`config.mk`:
```
export PLATFORM = sky130hd
export DESIGN_NAME = node_table_upsert
export DESIGN_NICKNAME = d
export VERILOG_FILES = /design/src/design/ntu_pkg.sv /design/src/design/ntu_lookup.sv /design/src/design/node_table_upsert.sv
export VERILOG_INCLUDE_DIRS = /design/src /design/src/design
export SDC_FILE = /design/constraint.sdc
export NUM_CORES = 1
export LEC_CHECK = 0
export BUFFER_PORTS_ARGS = -buffer_cell sky130_fd_sc_hd__buf_2
export CORE_MARGIN = 1
export CORE_UTILIZATION = 65
export DETAILED_ROUTE_END_ITERATION = 8
export PLACE_DENSITY = 0.91
export SETUP_SLACK_MARGIN = 0.05
export SYNTH_ARGS = -nofsm -noshare
export SYNTH_HDL_FRONTEND = slang
export SYNTH_SLANG_ARGS = --single-unit
export TNS_END_PERCENT = 50
```
`constraint.sdc`:
```
create_clock -name clk -period 8.29 [get_ports clk]
set_clock_uncertainty 0.05 [all_clocks]
set_input_delay 0.829 -clock clk [delete_from_list [all_inputs] [get_ports clk]]
set_output_delay 0.829 -clock clk [all_outputs]
set_load 0.01 [all_outputs]
```
`src/design/node_table_upsert_defines.svh`:
```
// Assertion helpers for the node table.
`ifndef NODE_TABLE_UPSERT_DEFINES_SVH
`define NODE_TABLE_UPSERT_DEFINES_SVH

// Same-cycle implication.
`define NTU_ASSERT_NOW(name, ante, cons, msg) \
  name: assert property (@(posedge clk) disable iff (!rst_n) (ante) |-> (cons)) \
    else $error(msg);

// Next-cycle implication.
`define NTU_ASSERT_NEXT(name, ante, cons, msg) \
  name: assert property (@(posedge clk) disable iff (!rst_n) (ante) |=> (cons)) \
    else $error(msg);

`endif

```
`src/design/ntu_pkg.sv`:
```
package ntu_pkg;

  localparam int DEF_TABLE_ENTRIES = 16;
  localparam int ID_W              = 8;
  localparam int LEN_W             = 8;
  localparam int SLOT_W            = 4;
  localparam int ENV_W             = 64;
  localparam int PART_W            = 24;
  localparam logic [LEN_W-1:0] CFG_LEN_RESET = 8'd11;

  typedef enum logic [1:0] {
    OUT_UPDATED = 2'd0,
    OUT_NEW     = 2'd1,
    OUT_FULL    = 2'd2
  } outcome_t;

  typedef enum logic {
    ST_IDLE   = 1'b0,
    ST_UPDATE = 1'b1
  } state_t;

  typedef struct packed {
    logic match;
    logic free;
  } lookup_t;

  typedef struct packed {
    logic [31:0]       count;
    logic [31:0]       last_seen;
    logic [7:0]        hops;
    logic signed [7:0] rssi;
  } stat_t;

  typedef struct packed {
    logic [PART_W-1:0] particle;
    logic [ENV_W-1:0]  env;
  } reading_t;

endpackage

```
`src/design/ntu_lookup.sv`:
```
module ntu_lookup #(
  parameter int TABLE_ENTRIES = ntu_pkg::DEF_TABLE_ENTRIES,
  parameter int IDX_W         = $clog2(TABLE_ENTRIES)
) (
  input  logic [TABLE_ENTRIES-1:0]                   active,
  input  logic [TABLE_ENTRIES-1:0][ntu_pkg::ID_W-1:0] ids,
  input  logic [ntu_pkg::ID_W-1:0]                   key,
  output ntu_pkg::lookup_t                           flags,
  output logic [IDX_W-1:0]                           idx
);
  import ntu_pkg::*;

  logic             match_found;
  logic             free_found;
  logic [IDX_W-1:0] match_idx;
  logic [IDX_W-1:0] free_idx;

  // Scan high to low so the lowest index wins.
  always_comb begin
    match_found = 1'b0;
    free_found  = 1'b0;
    match_idx   = '0;
    free_idx    = '0;
    for (int k = TABLE_ENTRIES - 1; k >= 0; k--) begin
      if (active[k] && (ids[k] == key)) begin
        match_found = 1'b1;
        match_idx   = IDX_W'(k);
      end
      if (!active[k]) begin
        free_found = 1'b1;
        free_idx   = IDX_W'(k);
      end
    end
  end

  assign flags.match = match_found;
  assign flags.free  = free_found;
  assign idx         = match_found ? match_idx : free_idx;

endmodule

```
`src/design/node_table_upsert.sv`:
```
// Channel  Direction  Handshake            Payload
// in       input      in_valid/in_ready    packet fields (source id .. air index)
// out      output     out_valid/out_ready  slot, outcome, reading_stored, node_packets
// cfg      input      cfg_wr_en            cfg_wr_data (expected payload length)
//
// Each item passes ST_IDLE, where id match and record read happen on the accept edge,
// then ST_UPDATE, where write-back and result load use the registered read of the record RAM.
// The result sits in an output register; the next item is taken while it waits.
// If the output register is still full and out_ready is low, the write-back cycle holds.
// Reset (rst_n low, synchronous) clears active flags and control state at once.
`include "node_table_upsert_defines.svh"

module node_table_upsert #(
  parameter int TABLE_ENTRIES = ntu_pkg::DEF_TABLE_ENTRIES
) (
  input  logic                          clk,
  input  logic                          rst_n,
  input  logic                          cfg_wr_en,
  input  logic [ntu_pkg::LEN_W-1:0]     cfg_wr_data,
  input  logic                          in_valid,
  output logic                          in_ready,
  input  logic [ntu_pkg::ID_W-1:0]      in_src_id,
  input  logic                          in_is_data,
  input  logic [ntu_pkg::LEN_W-1:0]     in_pkt_len,
  input  logic signed [7:0]             in_rssi,
  input  logic [7:0]                    in_hops,
  input  logic [31:0]                   in_now_ms,
  input  logic signed [15:0]            in_temperature_centi,
  input  logic [15:0]                   in_humidity_centi,
  input  logic [15:0]                   in_co2_level,
  input  logic [15:0]                   in_voc_level,
  input  logic [15:0]                   in_pm25_level,
  input  logic [7:0]                    in_air_index,
  output logic                          out_valid,
  input  logic                          out_ready,
  output logic [ntu_pkg::SLOT_W-1:0]    out_slot,
  output logic [1:0]                    out_outcome,
  output logic                          out_reading_stored,
  output logic [31:0]                   out_node_packets
);
  import ntu_pkg::*;

  localparam int IDX_W = $clog2(TABLE_ENTRIES);

  state_t state_r, state_nxt;

  logic [LEN_W-1:0]                   cfg_len_r;
  logic [TABLE_ENTRIES-1:0]           entry_active_r;
  logic [TABLE_ENTRIES-1:0][ID_W-1:0] entry_id_r;

  stat_t    stat_mem [TABLE_ENTRIES];
  reading_t read_mem [TABLE_ENTRIES];
  stat_t    rd_stat_r;

  lookup_t          lk_flags;
  logic [IDX_W-1:0] lk_idx;
  logic [IDX_W-1:0] rd_addr;

  logic [IDX_W-1:0]  hit_r;
  outcome_t          outcome_r;
  logic [ID_W-1:0]   id_r;
  logic              store_r;
  stat_t             new_stat_r;
  reading_t          reading_r;

  logic        out_valid_r;
  logic [SLOT_W-1:0] out_slot_r;
  outcome_t    out_outcome_r;
  logic        out_stored_r;
  logic [31:0] out_packets_r;

  logic        accept;
  logic        finish;
  logic [31:0] count_new;
  stat_t       wr_stat;
  reading_t    wr_reading;

  ntu_lookup #(
    .TABLE_ENTRIES(TABLE_ENTRIES),
    .IDX_W        (IDX_W)
  ) u_lookup (
    .active(entry_active_r),
    .ids   (entry_id_r),
    .key   (in_src_id),
    .flags (lk_flags),
    .idx   (lk_idx)
  );

  always_ff @(posedge clk) begin
    if (!rst_n) begin
      state_r <= ST_IDLE;
    end else begin
      state_r <= state_nxt;
    end
  end

  always_comb begin
    state_nxt = state_r;
    in_ready  = 1'b0;
    accept    = 1'b0;
    finish    = 1'b0;
    case (state_r)
      ST_IDLE: begin
        in_ready = 1'b1;
        accept   = in_valid;
        if (in_valid) begin
          state_nxt = ST_UPDATE;
        end
      end
      ST_UPDATE: begin
        finish = !out_valid_r || out_ready;
        if (finish) begin
          state_nxt = ST_IDLE;
        end
      end
      default: state_nxt = ST_IDLE;
    endcase
  end

  always_ff @(posedge clk) begin
    if (!rst_n) begin
      cfg_len_r <= CFG_LEN_RESET;
    end else if (cfg_wr_en) begin
      cfg_len_r <= cfg_wr_data;
    end
  end

  // Record RAM read; address holds during the update state.
  assign rd_addr = (state_r == ST_IDLE) ? lk_idx : hit_r;

  always_ff @(posedge clk) begin
    rd_stat_r <= stat_mem[rd_addr];
  end

  always_ff @(posedge clk) begin
    if (accept) begin
      hit_r   <= lk_idx;
      id_r    <= in_src_id;
      store_r <= in_is_data && (in_pkt_len == cfg_len_r);
      if (lk_flags.match) begin
        outcome_r <= OUT_UPDATED;
      end else if (lk_flags.free) begin
        outcome_r <= OUT_NEW;
      end else begin
        outcome_r <= OUT_FULL;
      end
      new_stat_r.count     <= '0;
      new_stat_r.last_seen <= in_now_ms;
      new_stat_r.hops      <= in_hops;
      new_stat_r.rssi      <= in_rssi;
      reading_r.env        <= {in_voc_level, in_co2_level, in_humidity_centi,
                               in_temperature_centi};
      reading_r.particle   <= {in_air_index, in_pm25_level};
    end
  end

  assign count_new = (outcome_r == OUT_NEW) ? 32'd1 : rd_stat_r.count + 32'd1;

  always_comb begin
    wr_stat       = new_stat_r;
    wr_stat.count = count_new;
    wr_reading    = store_r ? reading_r : '0;
  end

  always_ff @(posedge clk) begin
    if (finish && (outcome_r != OUT_FULL)) begin
      stat_mem[hit_r] <= wr_stat;
    end
    if (finish && (store_r || (outcome_r == OUT_NEW)) && (outcome_r != OUT_FULL)) begin
      read_mem[hit_r] <= wr_reading;
    end
  end

  always_ff @(posedge clk) begin
    if (!rst_n) begin
      entry_active_r <= '0;
    end else if (finish && (outcome_r == OUT_NEW)) begin
      entry_active_r[hit_r] <= 1'b1;
    end
  end

  always_ff @(posedge clk) begin
    if (finish && (outcome_r == OUT_NEW)) begin
      entry_id_r[hit_r] <= id_r;
    end
  end

  always_ff @(posedge clk) begin
    if (!rst_n) begin
      out_valid_r <= 1'b0;
    end else if (finish) begin
      out_valid_r <= 1'b1;
    end else if (out_ready) begin
      out_valid_r <= 1'b0;
    end
  end

  always_ff @(posedge clk) begin
    if (finish) begin
      out_outcome_r <= outcome_r;
      if (outcome_r == OUT_FULL) begin
        out_slot_r    <= '0;
        out_stored_r  <= 1'b0;
        out_packets_r <= '0;
      end else begin
        out_slot_r    <= SLOT_W'(hit_r);
        out_stored_r  <= store_r;
        out_packets_r <= count_new;
      end
    end
  end

  assign out_valid          = out_valid_r;
  assign out_slot           = out_slot_r;
  assign out_outcome        = out_outcome_r;
  assign out_reading_stored = out_stored_r;
  assign out_node_packets   = out_packets_r;

  `NTU_ASSERT_NOW(a_full_zero, out_valid_r && (out_outcome_r == OUT_FULL), (out_slot_r == '0) && !out_stored_r && (out_packets_r == '0), "full result fields not zero")
  `NTU_ASSERT_NOW(a_new_count, out_valid_r && (out_outcome_r == OUT_NEW), out_packets_r == 32'd1, "new entry count not one")
  `NTU_ASSERT_NEXT(a_claim_active, finish && (outcome_r == OUT_NEW), entry_active_r[$past(hit_r)], "claimed slot not active")
  `NTU_ASSERT_NEXT(a_active_grow, 1'b1, $countones(entry_active_r) >= $countones($past(entry_active_r)), "active entry lost")

endmodule

```
==> impl_metrics.env <==
export IMPL_hp_class="in -> reg"
export IMPL_synth_mux_area_share_pct=10.3
export IMPL_syn_cell_area_um2=30300
export IMPL_wl_per_cell_um=28.4
export IMPL_ios=207
export IMPL_avgSynthCellArea_um2=16.4
export IMPL_firstDrtPassIters=6
export IMPL_ant_nets=0
export IMPL_max_cap_viol_count=0
export IMPL_cp_end_kind="flop"
export IMPL_slew_violations=0
export IMPL_wl_met3_um=9270
export IMPL_critPathMaxFanout=37
export IMPL_clk_pin_slew_ns=0.07
export IMPL_row_count=78
export IMPL_grt_overflow_total=0
export IMPL_p_sw_w=0.00172
export IMPL_syn_inst=1847
export IMPL_gp_congestion=0.899
export IMPL_area_growth_pct=11.2
export IMPL_drt_iter0_markers=2254
export IMPL_synth_top_family_by_area="multiplexers"
export IMPL_clock_sinks=752
export IMPL_h_tree_depth=3
export IMPL_cts_tree="built"
export IMPL_power_density_nw_per_um2=239
export IMPL_nets=2093
export IMPL_clk_latency_ns=0.61
export IMPL_final_cell_area_um2=33700
export IMPL_synthesis_nets=2014
export IMPL_critical_path_class="in -> reg"
export IMPL_synth_seq_cells=752
export IMPL_status="complete, no violations"
export IMPL_peakVddDrop_uv=220
export IMPL_antenna_found_initial=0
export IMPL_diodes=0
export IMPL_setup_viol=0
export IMPL_synth_xor_area_share_pct=4.85
export IMPL_synth_main_ff_cell="edfxtp_1"
export IMPL_holdBufCountCts=0
export IMPL_relSlewSlack_pct=15.0
export IMPL_pre_cts_ws_ns=2.47
export IMPL_setup_ws_ns=2.87
export IMPL_synth_edf_count=694
export IMPL_top_layer_used="met4"
export IMPL_combPwrFrac_pct=5.2
export IMPL_met1_length_um=25100
export IMPL_cp_required_ns=8.70
export IMPL_worstMarginPinSlew_ns=1.27
export IMPL_chipHeight_um=218
export IMPL_postCtsSetupRepairBufs=0
export IMPL_stdcell_count=2581
export IMPL_synth_distinct_cells=64
export IMPL_drive_gt1_share_pct=17.3
export IMPL_ctsLongestPathBuffers=3
export IMPL_cts_made_buffers=72
export IMPL_synthAdderAreaFrac_pct=0.0413
export IMPL_grt_pass1_vias=17549
export IMPL_layout_cells_most_common="edfxtp_1"
export IMPL_initial_core_util_pct=66.3
export IMPL_dp_cells=2452
export IMPL_drc=0
export IMPL_fillers=2380
export IMPL_yosysSeqAreaShare_pct=72.7
export IMPL_coreArea_um2=45700
export IMPL_clockPowerShare_pct=41.5
export IMPL_port_buffers=70
export IMPL_swShare_pct=21.4
export IMPL_wl_met2_um=35600
export IMPL_multi_input_area_um2=7880
export IMPL_mostFrequentLayoutCells="694 x edfxtp_1, 198 x mux2i_1, 130 x xnor2_1, 111 x nor2_1, 93 x mux2_2"
export IMPL_arrival_ns=5.82
export IMPL_viasPerCell=6.77
export IMPL_finalSetupTns_ns=0
export IMPL_vias=17475
export IMPL_async_flop_share_pct=0
export IMPL_yosys_area_share_simple_pct=6.54
export IMPL_grt_max_degree=92
export IMPL_leakage_nw=10.9
export IMPL_place_area_um2=31200
export IMPL_ff_latch_area_um2=22000
export IMPL_period_needed_ns=5.42
export IMPL_r2r_slack_ns=3.28
export IMPL_fin_crit_sh_pct=65.3
export IMPL_internal_power_w=0.00632
export IMPL_hpwl_um=36100
export IMPL_rsz0062_at_grt="false"
export IMPL_cts_root_buffer="clkbuf_16"
export IMPL_drt_total_wl_um=73300
export IMPL_dieArea_um2=47400
export IMPL_die_w_um=218
export IMPL_yosys_warnings=0
export IMPL_grt_pass1_wl_um=107000
export IMPL_critPathLaunchType="input port"
export IMPL_finalHoldViolCount=0
export IMPL_pwr_share_seq_pct=53.3
export IMPL_post_cts_resized=0
export IMPL_max_freq_ghz=0.185
export IMPL_synth_compound_area_share_pct=3.75
export IMPL_grtUsageTotal_pct=31.1
[metrics by stage]
step	utilization [%]	hold WS [ns]	total power, W
final	73.7	0.394	0.00804
after global routing	73.7	0.407	0.00821
after global placement	68.4	0.427	0.00473
after detailed placement	68.4	0.431	0.00476
after CTS	73.7	0.371	0.00805
after floorplan	-	0.407	0.00463
[layout make-up]
cell class / count / share of cell area, %
inverter: 8 / 0.0892
timing repair buffer: 96 / 1.73
clock buffer: 100 / 6.30
multi-input combinational: 996 / 23.4
sequential: 752 / 65.4
tap: 600 / 2.23
clock inverter: 29 / 0.881
[path summary, 6_finish.rpt]
kind | from | end | cells past startpoint
worst max register to register | entry_id_r[80] | rd_stat_r[50] | 11
worst min register to register | cfg_len_r[3] | cfg_len_r[3] | 2
worst min-delay path | cfg_wr_data[3] | cfg_len_r[3] | 3
worst max-delay path | in_src_id[6] | rd_stat_r[50] | 12
[worst max-delay path, stage by stage]
cell and delay (ns):
buf_2 0.57, xnor2_1 0.22, nand3_1 0.13, nor3_1 0.47, nand2b_1 0.27, a211oi_1 0.13, o31ai_4 0.87, buf_12 0.38
nand3b_1 0.70, buf_4 0.50, o22ai_1 0.16, or4_1 0.55
[kinds of logic (layout without fill, tap and decap cells)]
group | Yosys count | after routing
AO/OA/AOI/OAI | 144 | 144
XOR/XNOR | 166 | 166
adder cells (fa/ha/maj) | 1 | 1
buffers and inverters | 99 | 233
flip-flops | 752 | 752
multiplexers | 295 | 295
AND/OR/NAND/NOR | 390 | 390
[flip-flops by register name (all words and copies together), names as in the netlist, 2 cells and up]
name              cells
outcome_r             2
stat_mem            512
out_outcome           2
hit_r                 4
cfg_len_r             8
rd_stat_r            32
out_slot              4
entry_id_r          128
entry_active_r       16
out_node_packets     32
id_r                  8
[Yosys cell counts, types with 3 or more instances]
cell / n / area [µm²]
edfxtp_1: 694 / 20800
mux2i_1: 198 / 1980
xnor2_1: 130 / 1140
nor2_1: 128 / 480
mux2_2: 93 / 1050
a22o_1: 62 / 543
dfxtp_1: 58 / 1160
nand2_1: 53 / 199
clkbuf_1: 44 / 165
nor3_1: 41 / 205
nand3_1: 39 / 195
xor2_1: 34 / 298
nand4_1: 32 / 200
o22ai_1: 32 / 200
or4_1: 31 / 233
nor2b_1: 20 / 125
o21a_1: 16 / 120
buf_2: 15 / 75.1
buf_6: 14 / 158
buf_4: 11 / 82.6
inv_1: 8 / 30.0
nand2b_1: 8 / 50.1
and3_1: 7 / 43.8
o21ai_0: 5 / 25.0
or3_1: 5 / 31.3
and2_1: 4 / 25.0
buf_1: 4 / 15.0
a211oi_1: 3 / 22.5
a31oi_1: 3 / 18.8
buf_8: 3 / 45.0
nor4_1: 3 / 18.8
or2_1: 3 / 18.8
or2_2: 3 / 18.8
[per-layer routing]
metal	GRT usage (%)	vias up
met1	40.0	8554
met2	50.8	1428
met5	0	-
li1	-	7222
met3	6.14	271
met4	15.5	0
[power by group through the flow]
stage | clock network [W] | logic [W] | registers (W)
finish | 0.00334 | 0.000420 | 0.00428
global route | 0.00349 | 0.000440 | 0.00429
CTS | 0.00335 | 0.000412 | 0.00428
detailed placement | 0 | 0.000399 | 0.00436
global placement | 0 | 0.000379 | 0.00435
floorplan | 0 | 0.000282 | 0.00434
Note: power is estimated with default switching activity, not from simulation.
